[src/rtl/scl_pkg.sv]
`timescale 1ns / 1ps
`default_nettype none
// ----------------------------------------------------------------------------
// scl_pkg
// Shared types and constants for the servo command line parser.
// ----------------------------------------------------------------------------
package scl_pkg;

  localparam int LINE_CAPACITY = 24;
  localparam int LINE_MAX      = LINE_CAPACITY - 1;
  localparam int CNT_W         = $clog2(LINE_CAPACITY);

  localparam logic [7:0] CH_LF    = 8'h0A;
  localparam logic [7:0] CH_CR    = 8'h0D;
  localparam logic [7:0] CH_SPACE = 8'h20;
  localparam logic [7:0] CH_TILDE = 8'h7E;
  localparam logic [7:0] CH_ZERO  = 8'h30;
  localparam logic [7:0] CH_NINE  = 8'h39;
  localparam logic [7:0] CH_LC_A  = 8'h61;
  localparam logic [7:0] CH_LC_Z  = 8'h7A;
  localparam logic [7:0] CH_UC_S  = 8'h53;
  localparam logic [7:0] CASE_OFS = 8'h20;

  localparam logic [CNT_W-1:0] DEBUG_LEN = CNT_W'(5);
  localparam logic [CNT_W-1:0] RUN_LEN   = CNT_W'(3);

  localparam logic [7:0] ID_MAX    = 8'd4;
  localparam logic [7:0] ANGLE_MAX = 8'd180;
  localparam logic [7:0] NUM_SAT   = 8'd255;
  localparam logic [2:0] DEBUG_IDX = 3'd3;

  typedef enum logic [2:0] {
    RESP_DEBUG  = 3'd0,
    RESP_RUN    = 3'd1,
    RESP_SET_OK = 3'd2,
    RESP_ERROR  = 3'd3,
    RESP_LONG   = 3'd4
  } resp_e;

  typedef enum logic [2:0] {
    PH_HEAD0,
    PH_HEAD1,
    PH_ID_SP,
    PH_ID_DIG,
    PH_ANG_SP,
    PH_ANG_DIG,
    PH_TAIL,
    PH_BAD
  } phase_e;

  // word between the front and back: a folded printable byte or a line end
  typedef struct packed {
    logic       eol;
    logic [7:0] ch;
  } tok_t;

  typedef struct packed {
    resp_e      code;
    logic [2:0] idx;
    logic [7:0] deg;
    logic       dbg;
  } resp_t;

  function automatic logic [7:0] debug_char(input logic [2:0] i);
    logic [7:0] c;
    case (i)
      3'd0:    c = "D";
      3'd1:    c = "E";
      3'd2:    c = "B";
      3'd3:    c = "U";
      3'd4:    c = "G";
      default: c = 8'h00;
    endcase
    return c;
  endfunction

  function automatic logic [7:0] run_char(input logic [1:0] i);
    logic [7:0] c;
    case (i)
      2'd0:    c = "R";
      2'd1:    c = "U";
      2'd2:    c = "N";
      default: c = 8'h00;
    endcase
    return c;
  endfunction

endpackage
`default_nettype wire

[src/rtl/scl_front.sv]
`timescale 1ns / 1ps
`default_nettype none
// ----------------------------------------------------------------------------
// scl_front
// Classifies received bytes, folds case, drops control bytes and queues
// printable bytes and line ends for the back end.
// ----------------------------------------------------------------------------
module scl_front (
  input  wire logic          clk_i,
  input  wire logic          rst_ni,
  input  wire logic          push,
  output logic               full,
  input  wire logic [7:0]    rx_char_i,
  output logic               tok_valid_o,
  output scl_pkg::tok_t      tok_o,
  input  wire logic          tok_take_i
);
  import scl_pkg::*;

  tok_t       mem_q [2];
  logic       wr_q, wr_d, rd_q, rd_d;
  logic [1:0] cnt_q, cnt_d;
  logic       is_eol, is_print, keep, wr_en, rd_en;
  tok_t       tok_new;

  always_comb begin
    is_eol   = (rx_char_i == CH_CR) || (rx_char_i == CH_LF);
    is_print = (rx_char_i >= CH_SPACE) && (rx_char_i <= CH_TILDE);
    keep     = is_eol || is_print;
    tok_new.eol = is_eol;
    if (rx_char_i >= CH_LC_A && rx_char_i <= CH_LC_Z) begin
      tok_new.ch = rx_char_i - CASE_OFS;
    end else begin
      tok_new.ch = rx_char_i;
    end
  end

  assign full        = (cnt_q == 2'd2);
  assign tok_valid_o = (cnt_q != 2'd0);
  assign tok_o       = mem_q[rd_q];

  always_comb begin
    wr_en = push && !full && keep;
    rd_en = tok_valid_o && tok_take_i;
    wr_d  = wr_q ^ wr_en;
    rd_d  = rd_q ^ rd_en;
    cnt_d = cnt_q + {1'b0, wr_en} - {1'b0, rd_en};
  end

  always_ff @(posedge clk_i or negedge rst_ni) begin
    if (!rst_ni) begin
      wr_q  <= 1'b0;
      rd_q  <= 1'b0;
      cnt_q <= 2'd0;
    end else begin
      wr_q  <= wr_d;
      rd_q  <= rd_d;
      cnt_q <= cnt_d;
    end
  end

  always_ff @(posedge clk_i) begin
    if (wr_en) begin
      mem_q[wr_q] <= tok_new;
    end
  end

endmodule
`default_nettype wire

[src/rtl/scl_back.sv]
`timescale 1ns / 1ps
`default_nettype none
// ----------------------------------------------------------------------------
// scl_back
// Per-byte incremental line matcher with a two-word response queue.
// ----------------------------------------------------------------------------
module scl_back (
  input  wire logic          clk_i,
  input  wire logic          rst_ni,
  input  wire logic          tok_valid_i,
  input  wire scl_pkg::tok_t tok_i,
  output logic               tok_take_o,
  output logic               empty,
  input  wire logic          pop,
  output logic [2:0]         resp_code_o,
  output logic [2:0]         servo_index_o,
  output logic [7:0]         servo_degrees_o,
  output logic               debug_mode_o
);
  import scl_pkg::*;

  logic [CNT_W-1:0] cnt_q, cnt_d;
  logic             long_q, long_d;
  logic             dbg_q, dbg_d;
  logic             mdbg_q, mdbg_d;
  logic             mrun_q, mrun_d;
  phase_e           ph_q, ph_d;
  logic [7:0]       id_q, id_d, ang_q, ang_d;

  resp_t            oq_q [2];
  logic             owr_q, ord_q;
  logic [1:0]       ocnt_q, ocnt_d;
  logic             produce, rd_en;
  resp_t            resp;
  logic             is_dig, is_sp, set_ok;
  logic [3:0]       dig;

  function automatic logic [7:0] acc_dig(input logic [7:0] a, input logic [3:0] d);
    logic [11:0] s;
    s = ({4'b0, a} * 12'd10) + {8'b0, d};
    return (s > {4'b0, NUM_SAT}) ? NUM_SAT : s[7:0];
  endfunction

  assign tok_take_o = tok_valid_i && (ocnt_q != 2'd2);

  always_comb begin
    is_dig = (tok_i.ch >= CH_ZERO) && (tok_i.ch <= CH_NINE);
    is_sp  = (tok_i.ch == CH_SPACE);
    dig    = tok_i.ch[3:0];
    set_ok = ((ph_q == PH_ANG_DIG) || (ph_q == PH_TAIL)) && dbg_q &&
             (id_q >= 8'd1) && (id_q <= ID_MAX) && (ang_q <= ANGLE_MAX);

    cnt_d   = cnt_q;
    long_d  = long_q;
    dbg_d   = dbg_q;
    mdbg_d  = mdbg_q;
    mrun_d  = mrun_q;
    ph_d    = ph_q;
    id_d    = id_q;
    ang_d   = ang_q;
    produce = 1'b0;
    resp.code = RESP_ERROR;
    resp.idx  = 3'd0;
    resp.deg  = 8'd0;
    resp.dbg  = dbg_q;

    if (tok_take_o) begin
      if (tok_i.eol || (!long_q && cnt_q == CNT_W'(LINE_MAX))) begin
        if (tok_i.eol) begin
          if (!long_q && cnt_q != '0) begin
            produce = 1'b1;
            if (mdbg_q && cnt_q == DEBUG_LEN) begin
              dbg_d     = 1'b1;
              resp.code = RESP_DEBUG;
              resp.idx  = DEBUG_IDX;
            end else if (dbg_q && mrun_q && cnt_q == RUN_LEN) begin
              dbg_d     = 1'b0;
              resp.code = RESP_RUN;
            end else if (set_ok) begin
              resp.code = RESP_SET_OK;
              resp.idx  = id_q[2:0];
              resp.deg  = ang_q;
            end
            resp.dbg = dbg_d;
          end
          long_d = 1'b0;
        end else begin
          produce   = 1'b1;
          long_d    = 1'b1;
          resp.code = RESP_LONG;
        end
        cnt_d  = '0;
        mdbg_d = 1'b1;
        mrun_d = 1'b1;
        ph_d   = PH_HEAD0;
        id_d   = 8'd0;
        ang_d  = 8'd0;
      end else if (!long_q) begin
        cnt_d = cnt_q + CNT_W'(1);
        if (cnt_q < DEBUG_LEN) begin
          mdbg_d = mdbg_q && (tok_i.ch == debug_char(cnt_q[2:0]));
        end
        if (cnt_q < RUN_LEN) begin
          mrun_d = mrun_q && (tok_i.ch == run_char(cnt_q[1:0]));
        end
        case (ph_q)
          PH_HEAD0: ph_d = (tok_i.ch == CH_UC_S) ? PH_HEAD1 : PH_BAD;
          PH_HEAD1: ph_d = is_sp ? PH_ID_SP : PH_BAD;
          PH_ID_SP, PH_ID_DIG: begin
            if (is_dig) begin
              ph_d = PH_ID_DIG;
              id_d = acc_dig(id_q, dig);
            end else if (is_sp) begin
              ph_d = (ph_q == PH_ID_DIG) ? PH_ANG_SP : PH_ID_SP;
            end else begin
              ph_d = PH_BAD;
            end
          end
          PH_ANG_SP, PH_ANG_DIG: begin
            if (is_dig) begin
              ph_d  = PH_ANG_DIG;
              ang_d = acc_dig(ang_q, dig);
            end else if (is_sp) begin
              ph_d = (ph_q == PH_ANG_DIG) ? PH_TAIL : PH_ANG_SP;
            end else begin
              ph_d = PH_BAD;
            end
          end
          PH_TAIL: ph_d = is_sp ? PH_TAIL : PH_BAD;
          default: ph_d = PH_BAD;
        endcase
      end
    end
  end

  always_ff @(posedge clk_i or negedge rst_ni) begin
    if (!rst_ni) begin
      cnt_q  <= '0;
      long_q <= 1'b0;
      dbg_q  <= 1'b0;
      mdbg_q <= 1'b1;
      mrun_q <= 1'b1;
      ph_q   <= PH_HEAD0;
      id_q   <= 8'd0;
      ang_q  <= 8'd0;
    end else begin
      cnt_q  <= cnt_d;
      long_q <= long_d;
      dbg_q  <= dbg_d;
      mdbg_q <= mdbg_d;
      mrun_q <= mrun_d;
      ph_q   <= ph_d;
      id_q   <= id_d;
      ang_q  <= ang_d;
    end
  end

  // response queue
  assign empty = (ocnt_q == 2'd0);
  assign rd_en = pop && !empty;

  always_comb begin
    ocnt_d = ocnt_q + {1'b0, produce} - {1'b0, rd_en};
  end

  always_ff @(posedge clk_i or negedge rst_ni) begin
    if (!rst_ni) begin
      owr_q  <= 1'b0;
      ord_q  <= 1'b0;
      ocnt_q <= 2'd0;
    end else begin
      owr_q  <= owr_q ^ produce;
      ord_q  <= ord_q ^ rd_en;
      ocnt_q <= ocnt_d;
    end
  end

  always_ff @(posedge clk_i) begin
    if (produce) begin
      oq_q[owr_q] <= resp;
    end
  end

  assign resp_code_o     = oq_q[ord_q].code;
  assign servo_index_o   = oq_q[ord_q].idx;
  assign servo_degrees_o = oq_q[ord_q].deg;
  assign debug_mode_o    = oq_q[ord_q].dbg;

  a_cnt_range: assert property (@(posedge clk_i) disable iff (!rst_ni)
    cnt_q <= CNT_W'(LINE_MAX))
    else $error("line count out of range");

  a_long_empty: assert property (@(posedge clk_i) disable iff (!rst_ni)
    long_q |-> (cnt_q == '0))
    else $error("overflowed line still holds characters");

  a_oq_bound: assert property (@(posedge clk_i) disable iff (!rst_ni)
    (ocnt_q != 2'd3) && !(produce && ocnt_q == 2'd2 && !rd_en))
    else $error("response queue overrun");

  a_set_needs_dbg: assert property (@(posedge clk_i) disable iff (!rst_ni)
    (produce && resp.code == RESP_SET_OK) |-> dbg_q)
    else $error("servo set accepted outside debug mode");

endmodule
`default_nettype wire

[src/rtl/servo_command_line_parser_top.sv]
`timescale 1ns / 1ps
`default_nettype none
// ----------------------------------------------------------------------------
// servo_command_line_parser_top
// Console line parser for debug, run and servo set commands.
// ----------------------------------------------------------------------------
// Throughput: one byte per cycle, set by the single-byte matcher step, while
//   the response queue has room. A line-end or overflowing byte is queued in
//   the token queue, then its response word goes into the response queue.
// Reset: asynchronous, active low; clears both queues, the line state and
//   debug mode. The block accepts bytes as soon as reset is released.
module servo_command_line_parser_top (
  input  wire logic       clk_i,
  input  wire logic       rst_ni,
  input  wire logic       push,
  output logic            full,
  input  wire logic [7:0] rx_char_i,
  output logic            empty,
  input  wire logic       pop,
  output logic [2:0]      resp_code_o,
  output logic [2:0]      servo_index_o,
  output logic [7:0]      servo_degrees_o,
  output logic            debug_mode_o
);
  import scl_pkg::*;

  logic tok_valid, tok_take;
  tok_t tok;

  scl_front u_front (
    .clk_i       (clk_i),
    .rst_ni      (rst_ni),
    .push        (push),
    .full        (full),
    .rx_char_i   (rx_char_i),
    .tok_valid_o (tok_valid),
    .tok_o       (tok),
    .tok_take_i  (tok_take)
  );

  scl_back u_back (
    .clk_i           (clk_i),
    .rst_ni          (rst_ni),
    .tok_valid_i     (tok_valid),
    .tok_i           (tok),
    .tok_take_o      (tok_take),
    .empty           (empty),
    .pop             (pop),
    .resp_code_o     (resp_code_o),
    .servo_index_o   (servo_index_o),
    .servo_degrees_o (servo_degrees_o),
    .debug_mode_o    (debug_mode_o)
  );

endmodule
`default_nettype wire

[config.mk]
export PLATFORM = sky130hd
export DESIGN_NAME = servo_command_line_parser_top
export DESIGN_NICKNAME = d
export VERILOG_FILES = /design/src/rtl/scl_pkg.sv /design/src/rtl/scl_front.sv /design/src/rtl/scl_back.sv /design/src/rtl/servo_command_line_parser_top.sv
export SDC_FILE = /design/constraint.sdc
export NUM_CORES = 1
export LEC_CHECK = 0
export BUFFER_PORTS_ARGS = -buffer_cell sky130_fd_sc_hd__buf_2
export CORE_UTILIZATION = 55
export DETAILED_ROUTE_END_ITERATION = 10
export HOLD_SLACK_MARGIN = 0.06
export PLACE_DENSITY = 0.73
export REMOVE_ABC_BUFFERS = 1
export SYNTH_ARGS = -nofsm -noshare
export SYNTH_HDL_FRONTEND = slang
export SYNTH_SLANG_ARGS = --single-unit
[constraint.sdc]
create_clock -name clk_i -period 8.9 [get_ports clk_i]
set_input_delay 1.78 -clock clk_i [delete_from_list [all_inputs] [get_ports clk_i]]
set_output_delay 1.78 -clock clk_i [all_outputs]
set_load 0.02 [all_outputs]
## Word-level counts from Yosys, hierarchy flattened

Memory sizes are Yosys's and may differ from the RTL's.
Index checks and enable logic that the tools add are counted.
Widths: inputs -> output; s select.

| cells by class | value |
|---|---|
| bitwise operators | 4 |
| muxes and demuxes | 62 |
| reduce and logical (&&, ||, !) cells | 46 |
| equality and inequality tests | 24 |
| order comparisons | 13 |
| multipliers | 2 |
| add/subtract/negate cells | 8 |

Operator list:

| kind | number |
|---|---|
| $mux 8 | 20 |
| $mux 15 | 3 |
| $pmux 7 s5 | 1 |
| $mux 3 | 11 |
| $add 12x4->12 | 2 |
| $gt 12x8->1 const B | 2 |
| $mux 12 | 2 |
| $mul 8x3->11 const B | 2 |
| $pmux 7 s3 | 1 |
| $logic_and 1x1->1 | 19 |
| $mux 1 | 18 |
| $eq 8x4->1 const B | 2 |
| $eq 8x8->1 | 2 |
| $ge 8x6->1 const B | 2 |
| $le 8x7->1 const B | 2 |
| $pmux 3 s5 | 1 |
| $eq 3x2->1 const B | 4 |
| $eq 3x3->1 const B | 4 |
| $reduce_and 4->1 | 3 |
| $reduce_bool 2->1 | 6 |
| $mux 11 | 1 |
| $mux 5 | 2 |
| $eq 8x6->1 const B | 1 |
| $eq 8x7->1 const B | 1 |
| 29 further kinds | 47 |

| word-level totals | value |
|---|---|
| memory bits (writable) | 48 |
| flip-flop bits (word level) | 36 |
| memories | 2 |
| input bits | 12 |
| output and inout bits | 17 |

Memories:

| name | depth | bits a word | read ports | clocked after memory_dff | wr ports | RTL line | RTL |
|---|---|---|---|---|---|---|---|
| u_back.oq_q | 2 | 15 | 1 | 0 | 1 | scl_back.sv:30 | `resp_t oq_q [2];` |
| u_front.mem_q | 2 | 9 | 1 | 0 | 1 | scl_front.sv:20 | `tok_t mem_q [2];` |

## Longest topological paths before layout

Gate-level depths: netlist of the first run.

| logic depth | value |
|---|---|
| depth in word-level cells | 13 |
| depth in mapped cells | 11 |
| gate-level depth less buffers | 10 |

## By module

From an unflattened synthesis of the first run, not the netlist that was laid out.

| unflattened totals | value |
|---|---|
| cell total of the unflattened synthesis | 475 |
| area, all modules | 5313.8 um2 |

Modules (own cells, without submodules):

| module | times used | cells each | area an instance (um2) |
|---|---|---|---|
| scl_back | 1 | 401 | 4246.6 |
| scl_front | 1 | 74 | 1067.3 |

## Least setup slack after synthesis of the first run

No wires, ideal clock.

| path | value |
|---|---|
| kind | input port to flip-flop |
| from | in rx_char_i[1] |
| to | mem u_front.mem_q[1][0] in the netlist's numbering (enable) |
| arrival time | 3.130 ns |
| library setup time | 0.337 ns |
| required time | 8.563 ns |
| path slack | 5.432 ns |
| buffers on the path | 0 |
| cell stages on the path | 6 |
| cells stage by stage | or4_1 nor2_1 nand2_1 a21oi_1 o221a_2 ha_1 |

| between the ends | value |
|---|---|
| word-level cells in the longest chain between the ends | 6 |

RTL lines:

| element | RTL line | RTL |
|---|---|---|
| start, declared | servo_command_line_parser_top.sv:17 | `input wire logic [7:0] rx_char_i,` |
| $ge 8x6->1, or another cell as far along | scl_front.sv:28 | `is_print = (rx_char_i >= CH_SPACE) && (rx_char_i <= CH_TILDE);` |
| $logic_and 1x1->1 or $logic_or 1x1->1 (tied branches) | scl_front.sv:28, scl_front.sv:27 |  |
| $logic_or 1x1->1 * | scl_front.sv:29 | `keep = is_eol \|\| is_print;` |
| $logic_and 1x1->1 * | scl_front.sv:43 | `wr_en = push && !full && keep;` |
| $mux 1 * | scl_front.sv:63 | `if (wr_en) begin` |
| $mux 1 (not written as such) * | scl_front.sv:64 | `mem_q[wr_q] <= tok_new;` |
| end, declared | scl_front.sv:20 |  |

Mark *: on every way between the ends. The rest lies on a longest branch, timed or not.

## Final worst setup path of the first run

| path | value |
|---|---|
| from | reg u_back.ord_q |
| to | out servo_degrees_o[1] |

| between the ends | value |
|---|---|
| word-level cells in the longest chain between the ends | 1 |

RTL lines:

| element | RTL line | RTL |
|---|---|---|
| start, declared | scl_back.sv:31 | `logic owr_q, ord_q;` |
| start signal, assigned | scl_back.sv:173 | `ord_q <= ord_q ^ rd_en;` |
| $mem_v2 2x15 | - |  |
| end, declared | servo_command_line_parser_top.sv:22 | `output logic [7:0] servo_degrees_o,` |

No other way between the ends.

==> qor_table.md, run 1 <==
| Item | This run | Unit |
| --- | --- | --- |
| Number of standard-cell rows in the floorplan | 35 | - |
| CTS buffer count | 9 | - |
| Synth Register Bits | 84 | - |
| Count of buffering cells on the critical path with inverters included | 1 | - |
| Overall routed net length | 10100 | microns |
| Share of the synthesized area in compound gates (AO/OA/AOI/OAI) | 0.131 | - |
| Timing-limited maximum frequency | 0.284 | GHz |
| Global placement routability congestion | 0.823 | - |
| Ant. Diodes | 0 | - |
| Placed wire-length estimate after detailed placement | 7750 | microns |
| Total die area | 9900 | sq um |
| Initial antenna violation count | 0 | - |
| Total vias in the final route | 3711 | - |
| Global Route Usage Sum | 0.222 | - |
| Deepest level of the CTS H-tree | 3 | - |
| Worst-case vdd ir drop | 208 | uV |
| Run status | finished clean | - |
| Clock Pin Slew Worst Setup and Hold Paths | 0.10 | ns |
| Pin count of the biggest net entering global routing | 37 | - |
| Data arrival time of the critical path | 1.74 | ns |
| Adder-cell share of the synthesized area | 0.128 | - |
| Post-synthesis simple-gate area fraction | 0.147 | - |
| Total clock sinks | 84 | - |
| Slowest stage delay, CP | 0.80 | ns |
| Cells after Synth | 479 | - |
| Share of the clock period used by the worst path after layout | 0.396 | - |
| Sequential cell area fraction in the yosys report | 0.448 | - |
| Setup bufs post-CTS | 0 | - |
| Worst slew margin relative to its limit | 0.429 | - |
| RSZ-0062 raised after global routing | false | - |
| Startpoint Class | flop | - |
| Xor and xnor fraction of the mapped netlist area | 0.0503 | - |
| Top-level I/O count | 29 | - |
| Endpoint kind of the worst setup timing path | output pin | - |
| DR vias/cell | 5.79 | - |
| Root Buffer | clkbuf_8 | - |
| Final setup TNS | 0 | ns |
| Core Area | 9240 | sq um |
| Worst Path Required | 7.12 | ns |
| DRT Pass-1 Iters | 4 | - |
| Main combinational cell family by area after synthesis | simple AND/OR/NAND/NOR gates | - |
| Post-synth ARST share | 0.429 | - |
| Kind of critical path | reg2out | - |
| Top flip-flop cell by instance count after synthesis | edfxtp_1 | - |
| Post-cts hold buffer count | 0 | - |
| Setup skew after layout | 0.0148 | ns |
| Count of antenna-violating nets left after detailed routing | 0 | - |
| Static leakage | 2.49 | nW |
| Cell chain of the critical path | mux2_2, buf_2 | - |
| R2r setup slk | 5.62 | ns |
| Share of synthesized area spent on multiplexers | 0.0605 | - |
| Share of layout cells above drive strength 1 | 0.172 | - |
| Slowest stage cell, crit path | dfrtp_1 | - |
| Hold WC Path Type | reg2reg | - |
| Number of enable flip-flop cells after synthesis | 48 | - |
| Peak fanout along the critical path | 16 | - |
| Endpoints failing hold | 0 | - |
| TritonCTS clock tree | yes | - |
| Final nets | 570 | - |
| Initial Utilization | 0.566 | - |
| Final slew viol count | 0 | - |
| Port bufs | 28 | - |
| Placed standard-cell area | 5480 | sq um |
| Horizontal die dimension | 99.5 | microns |
| Post-Synthesis Mean Instance Area | 10.9 | sq um |
| DRC errors left | 0 | - |
| Wire length of the first global-routing pass | 17000 | microns |
| Number of DRC markers after the initial detailed-route iteration | 156 | - |
| Maximum buffer depth of the clock tree | 2 | - |
| Count of unique library cells instantiated by Yosys | 63 | - |
| WL/cell | 15.8 | microns |
| Signed area change from the synthesized netlist to the final layout | 8.59 | % |
| Final Critical Period | 3.52 | ns |
| Via count of the first global-routing pass | 3621 | - |
| Overflow left after global routing | 0 | - |
| Cell area power density | 247 | nW/um^2 |
| Final std cell area, no fill | 5680 | sq um |
| Die boundary height | 99.5 | microns |
| Skew-Pair Late Insertion Delay | 0.36 | ns |
| Cell class contributing the biggest share of worst-path delay | flip-flops | - |
| Pin slew with the least headroom to its limit | 0.857 | ns |
| Maxcap violations | 0 | - |
| Synth Warn # | 0 | - |
| Resized Gates After CTS | 0 | - |
| Number of setup violations in the final report | 0 | - |
| Area of the mapped netlist | 5230 | sq um |
[report_power, final]
group	total, mW	leakage [nW]	internal (mW)	switching [mW]
Combinational	0.549	1.49	0.226	0.323
Sequential	0.586	0.900	0.496	0.0899
Clock	0.268	0.102	0.111	0.157
[final timing paths]
check,startpoint,to,cells past startpoint
min reg2reg,u_front.cnt_q[1],u_front.cnt_q[1],1
min,u_front.cnt_q[1],u_front.cnt_q[1],1
max reg2reg,u_front.rd_q,u_back.id_q[6],9
max in group asynchronous,rst_ni,u_back.id_q[3],1
min in group asynchronous,rst_ni,u_back.ocnt_q[0],1
max,u_back.ord_q,servo_degrees_o[1],2
[routing by layer]
metal | track usage | vias to the layer above | wire, microns
met5 | 0 | - | 0
met4 | 0.0781 | 0 | 173
met3 | 0.0394 | 19 | 359
met2 | 0.377 | 67 | 5020
met1 | 0.287 | 1817 | 4600
li1 | - | 1808 | -
[metrics by stage]
step	power (mW)	instances	hold WS (ns)	setup WS (ns)	utilization
floorplan	0.990	468	0.446	5.43	-
global placement	1.12	625	0.461	5.16	0.593
detailed placement	1.14	625	0.473	5.10	0.593
CTS	1.41	641	0.491	5.35	0.614
global route	1.50	641	0.513	5.31	0.614
finish	1.40	641	0.488	5.38	0.614
[registers in the layout, summed over array words and instances (netlist names), 2 cells and up]
signal,flops
u_back.ang_q,8
u_back.id_q,8
u_back.ocnt_q,2
u_front.cnt_q,2
u_back.oq_q,30
u_front.mem_q,18
u_back.cnt_q,5
u_back.ph_q,3
[kinds of logic (layout without fill, tap and decap cells)]
logic type	after synthesis	count (layout)
compound gates	98	98
mux	29	29
simple gates	143	143
fa+ha+maj	51	51
buf+inv	44	77
flops	84	84
xor+xnor	30	30
[area by class of cell]
cell class / count / area (sq um)
clock buffer: 9 / 124
clock inverter: 7 / 78.8
fill: 798 / 3560
inverter: 33 / 124
multi-input combinational: 351 / 2710
sequential: 84 / 2340
tap: 129 / 161
timing repair buffer: 28 / 140
[cells in the mapped netlist (3+ instances only)]
cell type	instances	area [sq um]
nand3b_1	4	30.0
mux2i_1	10	100
clkbuf_1	4	15.0
a31oi_1	4	25.0
edfxtp_1	48	1440
and3_1	5	31.3
o21a_1	4	30.0
nand4_1	7	43.8
nor3_1	9	45.0
nor2b_1	3	18.8
nor4_1	5	31.3
or3_1	3	18.8
dfrtp_1	34	851
nand3_1	15	75.1
xor2_1	14	123
a22oi_1	7	52.6
a22o_1	9	78.8
o21ai_0	16	80.1
ha_1	47	588
inv_1	33	124
a21o_1	8	60.1
nand4b_1	7	61.3
fa_1	4	80.1
or2_2	9	56.3
nor2_1	34	128
xnor2_1	16	140
nand2_1	25	93.8
o22ai_1	3	18.8
mux2_2	18	203
a21oi_1	27	135
nand2b_1	3	18.8
buf_2	5	25.0
[cell usage in the layout, fill, tap and decap left out, types with 3 or more instances in the layout]
cell type / instances
clkbuf_8: 9
a22o_1: 9
nor2b_1: 3
or2_2: 9
o21ai_0: 16
fa_1: 4
xor2_1: 14
nand2_1: 25
inv_1: 33
nand3_1: 15
xnor2_1: 16
nor4_1: 5
o21a_1: 4
nor2_1: 34
o22ai_1: 3
a22oi_1: 7
mux2_2: 18
a21oi_1: 27
a31oi_1: 4
ha_1: 47
edfxtp_1: 48
buf_2: 28
or3_1: 3
nor3_1: 9
a21o_1: 8
dfrtp_1: 34
nand3b_1: 4
mux2i_1: 10
nand2b_1: 3
nand4b_1: 7
and3_1: 5
nand4_1: 7
Power figures use the tool's default switching activity.
==> inputs of run 2 (changes only) <==
ABC_AREA = 1   (was unset)
PLACE_DENSITY = 0.76   (was 0.73)
clock period = 3 ns   (was 8.9 ns; I/O delays follow)
==> run 2 against run 1 <==
Total power rose to 3.4 times the previous value. Clock skew rose by 0.0045 ns. Largest power group is now combinational cells. Clock power increased to 3.1 times the previous value. Sequential share of layout area decreased by 2.7 points. Largest cell class unchanged. Via count rose by 21%. Utilization increased by 0.39 points. Cell area grew 6.9%. Register-to-register slack got worse by 5.4 ns.
==> qor_table.md, run 2 <==
| Item | This run | Unit |
| --- | --- | --- |
| Maximum buffer depth of the clock tree | 2 | - |
| Setup bufs post-CTS | 0 | - |
| Terminus of the critical flop-to-flop path | u_back.ang_q[6] | - |
| Total clock sinks | 84 | - |
| Final Critical Period | 2.75 | ns |
| Signed area change from the synthesized netlist to the final layout | 8.91 | % |
| Xor and xnor fraction of the mapped netlist area | 0.0314 | - |
| Worst-case vdd ir drop | 375 | uV |
| TritonCTS clock tree | yes | - |
| Area of the mapped netlist | 5580 | sq um |
| Largest regs | u_back.oq_q: 30 flops, u_front.mem_q: 18 flops | - |
| Total area of sequential cells | 2340 | sq um |
| Count of unique library cells instantiated by Yosys | 43 | - |
| Peak fanout along the critical path | 8 | - |
| Setup skew after layout | 0.0193 | ns |
| Overall routed net length | 11200 | microns |
| Top flip-flop cell by instance count after synthesis | edfxtp_1 | - |
| Final nets | 775 | - |
| Kind of critical path | reg2reg | - |
| Post-synth ARST share | 0.429 | - |
| Timing-limited maximum frequency | 0.364 | GHz |
| Hold WC Path Type | in2async | - |
| Maxcap violations | 0 | - |
| Die boundary height | 103 | microns |
| Highest-count cells in the layout ignoring fill and taps | nand2_1 (225), inv_1 (77), nor2_1 (49) | - |
| Count of antenna-violating nets left after detailed routing | 0 | - |
| Total die area | 10500 | sq um |
| Share of layout cells above drive strength 1 | 0.131 | - |
| Cell area power density | 793 | nW/um^2 |
| Endpoints failing hold | 0 | - |
| Worst slew margin relative to its limit | 0.442 | - |
| Number of cells traversed by the worst register-to-register path | 11 | - |
| Endpoint kind of the worst setup timing path | flop | - |
| Cells after Synth | 676 | - |
| Resized Gates After CTS | 0 | - |
| Setup slack after layout | 0.250 | ns |
| Worst Path Required | 3.27 | ns |
| Share of the clock period used by the worst path after layout | 0.917 | - |
| Post-cts hold buffer count | 0 | - |
| WL/cell | 13.2 | microns |
| Number of enable flip-flop cells after synthesis | 48 | - |
| Share of synthesized area spent on multiplexers | 0 | - |
| Overflow left after global routing | 0 | - |
| Root Buffer | clkbuf_8 | - |
| Run status | finished clean | - |
| Filler cells | 853 | - |
| Synth top area share | 0.259 | - |
| Top-level I/O count | 29 | - |
| Wire length of the first global-routing pass | 19200 | microns |
| Final slew viol count | 0 | - |
| Startpoint of the lowest-slack register-to-register path | u_back.ang_q[1] | - |
| Multi-input combinational cell area | 2870 | sq um |
| Pin slew with the least headroom to its limit | 0.837 | ns |
| Synth top area cells | edfxtp_1 (26%), dfrtp_1 (15%), nand2_1 (15%) | - |
| Via count of the first global-routing pass | 4229 | - |
| CTS buffer count | 9 | - |
| Placed wire-length estimate after detailed placement | 8520 | microns |
| Port bufs | 28 | - |
| Total vias in the final route | 4485 | - |
| Global placement routability congestion | 0.898 | - |
| DRC errors left | 0 | - |
| Number of standard-cell rows in the floorplan | 36 | - |
| Initial Utilization | 0.568 | - |
| R2r setup slk | 0.25 | ns |
| Setup crit start | u_back.ang_q[1] | - |
| Final setup TNS | 0 | ns |
| Data arrival time of the critical path | 3.02 | ns |
| Most repeated cell in the gate-level netlist after synthesis | nand2_1 | - |
| Ant. Diodes | 0 | - |
| Sequential cell area fraction in the yosys report | 0.421 | - |
| DR vias/cell | 5.28 | - |
| Most frequent standard cell in the layout excluding fill and tap cells | nand2_1 | - |
| Main combinational cell family by area after synthesis | simple AND/OR/NAND/NOR gates | - |
| Pre-CTS setup slack | 0.267 | ns |
| Skew-Pair Late Insertion Delay | 0.37 | ns |
| Static leakage | 3.01 | nW |
| Deepest level of the CTS H-tree | 3 | - |
| Share of the synthesized area in compound gates (AO/OA/AOI/OAI) | 0.0588 | - |
| Pin count of the biggest net entering global routing | 37 | - |
| Number of setup violations in the final report | 0 | - |
| Startpoint Class | flop | - |
| Global Route Usage Sum | 0.238 | - |
| Largest area contributor in the netlist | edfxtp_1 | - |
| RSZ-0062 raised after global routing | false | - |
| Initial antenna violation count | 0 | - |
| DRT Pass-1 Iters | 5 | - |
| Synth Warn # | 0 | - |
| Number of DRC markers after the initial detailed-route iteration | 220 | - |
| Clock Pin Slew Worst Setup and Hold Paths | 0.10 | ns |
| Core Area | 9820 | sq um |
| Post-Synthesis Mean Instance Area | 8.25 | sq um |
| Top cells by count, synth | nand2_1 (225), inv_1 (77), nor2_1 (50), edfxtp_1 (48), ha_1 (47) | - |
| Adder-cell share of the synthesized area | 0.120 | - |
| Horizontal die dimension | 103 | microns |
| Flip-flop count of the largest register, all copies and words added | 30 | - |
| Capture point of the worst path | u_back.ang_q[6] | - |
| Register containing the most flip-flops in the final layout | u_back.oq_q | - |
| Post-synthesis simple-gate area fraction | 0.305 | - |
| Synth Register Bits | 84 | - |
-- run 2: cell count changes in the layout (fill, tap and decap cells not counted), sizes merged, moves of 18 or more --
cell	delta
inv	+52
nor2	+19
mux2	-18
nand2	+213
nand3	+30
-- run 2: kinds of logic (layout without fill, tap and decap cells) --
group / after synthesis / count (layout)
DFF: 84 / 84
adders and majority gates: 51 / 51
buffers and inverters: 93 / 134
AOI/OAI and AO/OA: 51 / 51
and+or+nand+nor: 377 / 377
xor gates and xnor gates: 20 / 20
-- run 2: worst min-delay path by stage --
| stage | start | endpoint | depth (start not counted) |
|---|---|---|---|
| 3_5_place_dp | u_back.mrun_q | u_back.mrun_q | 2 |
| 2_1_floorplan | rst_ni | u_back.ang_q[0] | 0 |
| 6_report | rst_ni | u_back.ord_q | 1 |
| 3_3_place_gp | u_back.mrun_q | u_back.mrun_q | 2 |
| 4_1_cts | rst_ni | u_back.ord_q | 1 |
| 5_1_grt | rst_ni | u_back.ord_q | 1 |
-- run 2: area by class of cell --
class / instances / share of cell area
multi-input cells: 499 / 0.473
flip-flops and latches: 84 / 0.386
inverters: 86 / 0.0532
repair buffers: 32 / 0.0280
well taps: 133 / 0.0274
clock buffers: 10 / 0.0210
clock inverters: 6 / 0.0113
-- run 2: power breakdown --
part	internal [mW]	leakage (nW)	switching [mW]
Combinational	0.723	2.00	1.56
Clock	0.393	0.0977	0.433
Sequential	1.55	0.914	0.161
-- run 2: critical path, cell delays in order, from the launching register on --
cell and delay, ns:
dfrtp_1 0.47, ha_1 0.33, ha_1 0.24, fa_1 0.56, nand2_1 0.07, inv_1 0.05, nand2_1 0.05, or2_2 0.31
o21bai_2 0.29, nand3_1 0.16, nand2_1 0.09, nand2_1 0.04
-- run 2: routing by layer --
metal	vias up	share of wire	global-route usage
met5	-	0	0
met4	0	0.021	0.0890
met3	22	0.042	0.0400
met2	128	0.50	0.420
met1	2069	0.44	0.291
li1	2266	-	-
-- run 2: through the flow --
stage	instances	utilization	area, sq um	total power [mW]	hold WS, ns
after floorplan	669	-	5540	3.40	0.304
after global placement	834	0.598	5870	3.96	0.449
after detailed placement	834	0.598	5870	4.01	0.462
after CTS	850	0.618	6070	4.84	0.341
after global routing	850	0.618	6070	5.22	0.384
final	850	0.618	6070	4.81	0.326
==> inputs of run 3 (changes only) <==
HOLD_SLACK_MARGIN = 0.02   (was 0.06)
SETUP_SLACK_MARGIN = 0.3   (was unset)
==> run 3 against run 2 <==
Sequential share of layout area fell by 0.74 points. Sequential power about the same. Utilization is 1.3 points higher. Clock power hardly changed. Via count about the same. Sequential cell count stayed put. Routed wire length increased by 1.7%. Worst hold slack worse by 0.017 ns. Critical path type unchanged. Largest cell class unchanged.
==> qor_table.md, run 3 (synthesis gave the netlist of run 2 again) <==
| Item | This run | Unit |
| --- | --- | --- |
| Run status | finished clean | - |
| Final setup TNS | 0 | ns |
| Number of standard-cell rows in the floorplan | 36 | - |
| Final nets | 785 | - |
| DRC errors left | 0 | - |
| CTS buffer count | 9 | - |
| Pre-CTS setup slack | 0.267 | ns |
| WL/cell | 13.2 | microns |
| Slowest stage cell, crit path | fa_1 | - |
| Timing-limited maximum frequency | 0.394 | GHz |
| Endpoint kind of the worst setup timing path | flop | - |
| Capture point of the worst path | u_back.id_q[4] | - |
| Cell chain of the critical path | ha_1, ha_2, fa_1, nand2_1, inv_1, nand2_1, or2_4, o21bai_4, nand3_1, nand2_1, nand2_1 | - |
| Maximum buffer depth of the clock tree | 2 | - |
| Placed wire-length estimate after detailed placement | 8520 | microns |
| Final Critical Period | 2.54 | ns |
| Setup skew after layout | 0.0199 | ns |
| Number of DRC markers after the initial detailed-route iteration | 227 | - |
| Data arrival time of the critical path | 2.80 | ns |
| Via count of the first global-routing pass | 4242 | - |
| Flip-flop count of the largest register, all copies and words added | 30 | - |
| Terminus of the critical flop-to-flop path | u_back.id_q[4] | - |
| Clock Pin Slew Worst Setup and Hold Paths | 0.09 | ns |
| Startpoint of the lowest-slack register-to-register path | u_back.id_q[1] | - |
| RSZ-0062 raised after global routing | false | - |
| Cell area power density | 781 | nW/um^2 |
| Setup crit start | u_back.id_q[1] | - |
| Static leakage | 3.07 | nW |
| Count of antenna-violating nets left after detailed routing | 0 | - |
| Most frequent standard cell in the layout excluding fill and tap cells | nand2_1 | - |
| Library cell appearing most often on the critical path | nand2_1 | - |
| Signed area change from the synthesized netlist to the final layout | 11.2 | % |
| Share of the clock period used by the worst path after layout | 0.846 | - |
| Startpoint Class | flop | - |
| Register containing the most flip-flops in the final layout | u_back.oq_q | - |
| Port bufs | 28 | - |
| R2r setup slk | 0.46 | ns |
| Hold WC Path Type | in2async | - |
| Largest regs | u_back.oq_q: 30 flops, u_front.mem_q: 18 flops | - |
| Skew-Pair Late Insertion Delay | 0.37 | ns |
| Placed standard-cell area | 5870 | sq um |
| Wire length of the first global-routing pass | 19200 | microns |
| Pin count of the biggest net entering global routing | 37 | - |
| Core Area | 9820 | sq um |
| Share of layout cells above drive strength 1 | 0.151 | - |
| Highest-count cells in the layout ignoring fill and taps | nand2_1 (225), inv_1 (77), edfxtp_1 (48) | - |
| Maxcap violations | 0 | - |
| Total area of sequential cells | 2350 | sq um |
| Filler cells | 837 | - |
| Global placement routability congestion | 0.898 | - |
| Setup slack after layout | 0.461 | ns |
| Worst Path Required | 3.26 | ns |
| Initial antenna violation count | 0 | - |
| Kind of critical path | reg2reg | - |
| DRT Pass-1 Iters | 4 | - |
| Peak fanout along the critical path | 8 | - |
| Initial Utilization | 0.568 | - |
| Total die area | 10500 | sq um |
| Deepest level of the CTS H-tree | 3 | - |
| Number of setup violations in the final report | 0 | - |
| Total vias in the final route | 4488 | - |
| Total clock sinks | 84 | - |
| Final std cell area, no fill | 6200 | sq um |
| Worst-case vdd ir drop | 376 | uV |
| Horizontal die dimension | 103 | microns |
| Overall routed net length | 11400 | microns |
| Endpoints failing hold | 0 | - |
| DR vias/cell | 5.22 | - |
| TritonCTS clock tree | yes | - |
| Post-cts hold buffer count | 0 | - |
| Die boundary height | 103 | microns |
| Number of cells traversed by the worst register-to-register path | 11 | - |
| Multi-input combinational cell area | 2920 | sq um |
| Worst slew margin relative to its limit | 0.464 | - |
| Global Route Usage Sum | 0.238 | - |
| Top-level I/O count | 29 | - |
| Overflow left after global routing | 0 | - |
| Ant. Diodes | 0 | - |
| Root Buffer | clkbuf_8 | - |
| Slowest stage delay, CP | 0.59 | ns |
| Pin slew with the least headroom to its limit | 0.803 | ns |
| Final slew viol count | 0 | - |
==> run 3: cell count changes in the layout (fill, tap and decap cells not counted), sizes merged <==
cell,delta
buf,+10
==> run 3: area by class of cell <==
type,count,share of cell area
timing repair buffer,42,0.0396
sequential,84,0.379
inverter,86,0.0521
tap,133,0.0269
clock inverter,6,0.0111
clock buffer,10,0.0206
multi-input combinational,499,0.471
==> run 3: worst min path at each step <==
stage	startpoint	endpoint	slack [ns]	depth (start not counted)
after global placement	u_back.mrun_q	u_back.mrun_q	0.45	2
final	rst_ni	u_back.ord_q	0.31	1
after CTS	rst_ni	u_back.ord_q	0.34	1
after global routing	rst_ni	u_back.ord_q	0.38	1
after detailed placement	u_back.mrun_q	u_back.mrun_q	0.46	2
after floorplan	rst_ni	u_back.ang_q[0]	0.30	0
==> run 3: timing repair <==
action	4_1_cts	5_1_grt
pin swaps	0	5
setup endpoints to repair	9	46
buffers inserted	0	10
hold endpoints to repair	0	0
gates resized for setup	4	10
==> run 3: critical path, delay by kind of cell, from the launching register on <==
kind	cells	cell delay, ns
flip-flops	1	0.44
AND/OR/NAND/NOR	6	0.61
AO/OA/AOI/OAI	1	0.22
buffers and inverters	1	0.05
adder cells (fa/ha/maj)	3	1.10
==> run 3: power breakdown <==
group | switching (mW) | leakage [nW] | internal (mW)
Sequential | 0.162 | 0.910 | 1.55
Clock | 0.435 | 0.0977 | 0.393
Combinational | 1.57 | 2.06 | 0.737
Total | 2.16 | 3.07 | 2.67
==> run 3: per-layer routing <==
layer	wire, microns	GRT usage	part of all wire
met5	0	0	0
met4	223	0.0901	0.020
met1	4970	0.290	0.44
met2	5740	0.423	0.50
met3	453	0.0400	0.040
==> run 3: per-stage QoR <==
step,total power [mW],hold slack [ns],cells,utilization
floorplan,3.40,0.304,669,-
global placement,3.96,0.449,834,0.598
detailed placement,4.01,0.462,834,0.598
CTS,4.84,0.341,850,0.620
global route,5.24,0.380,860,0.631
finish,4.84,0.309,860,0.631
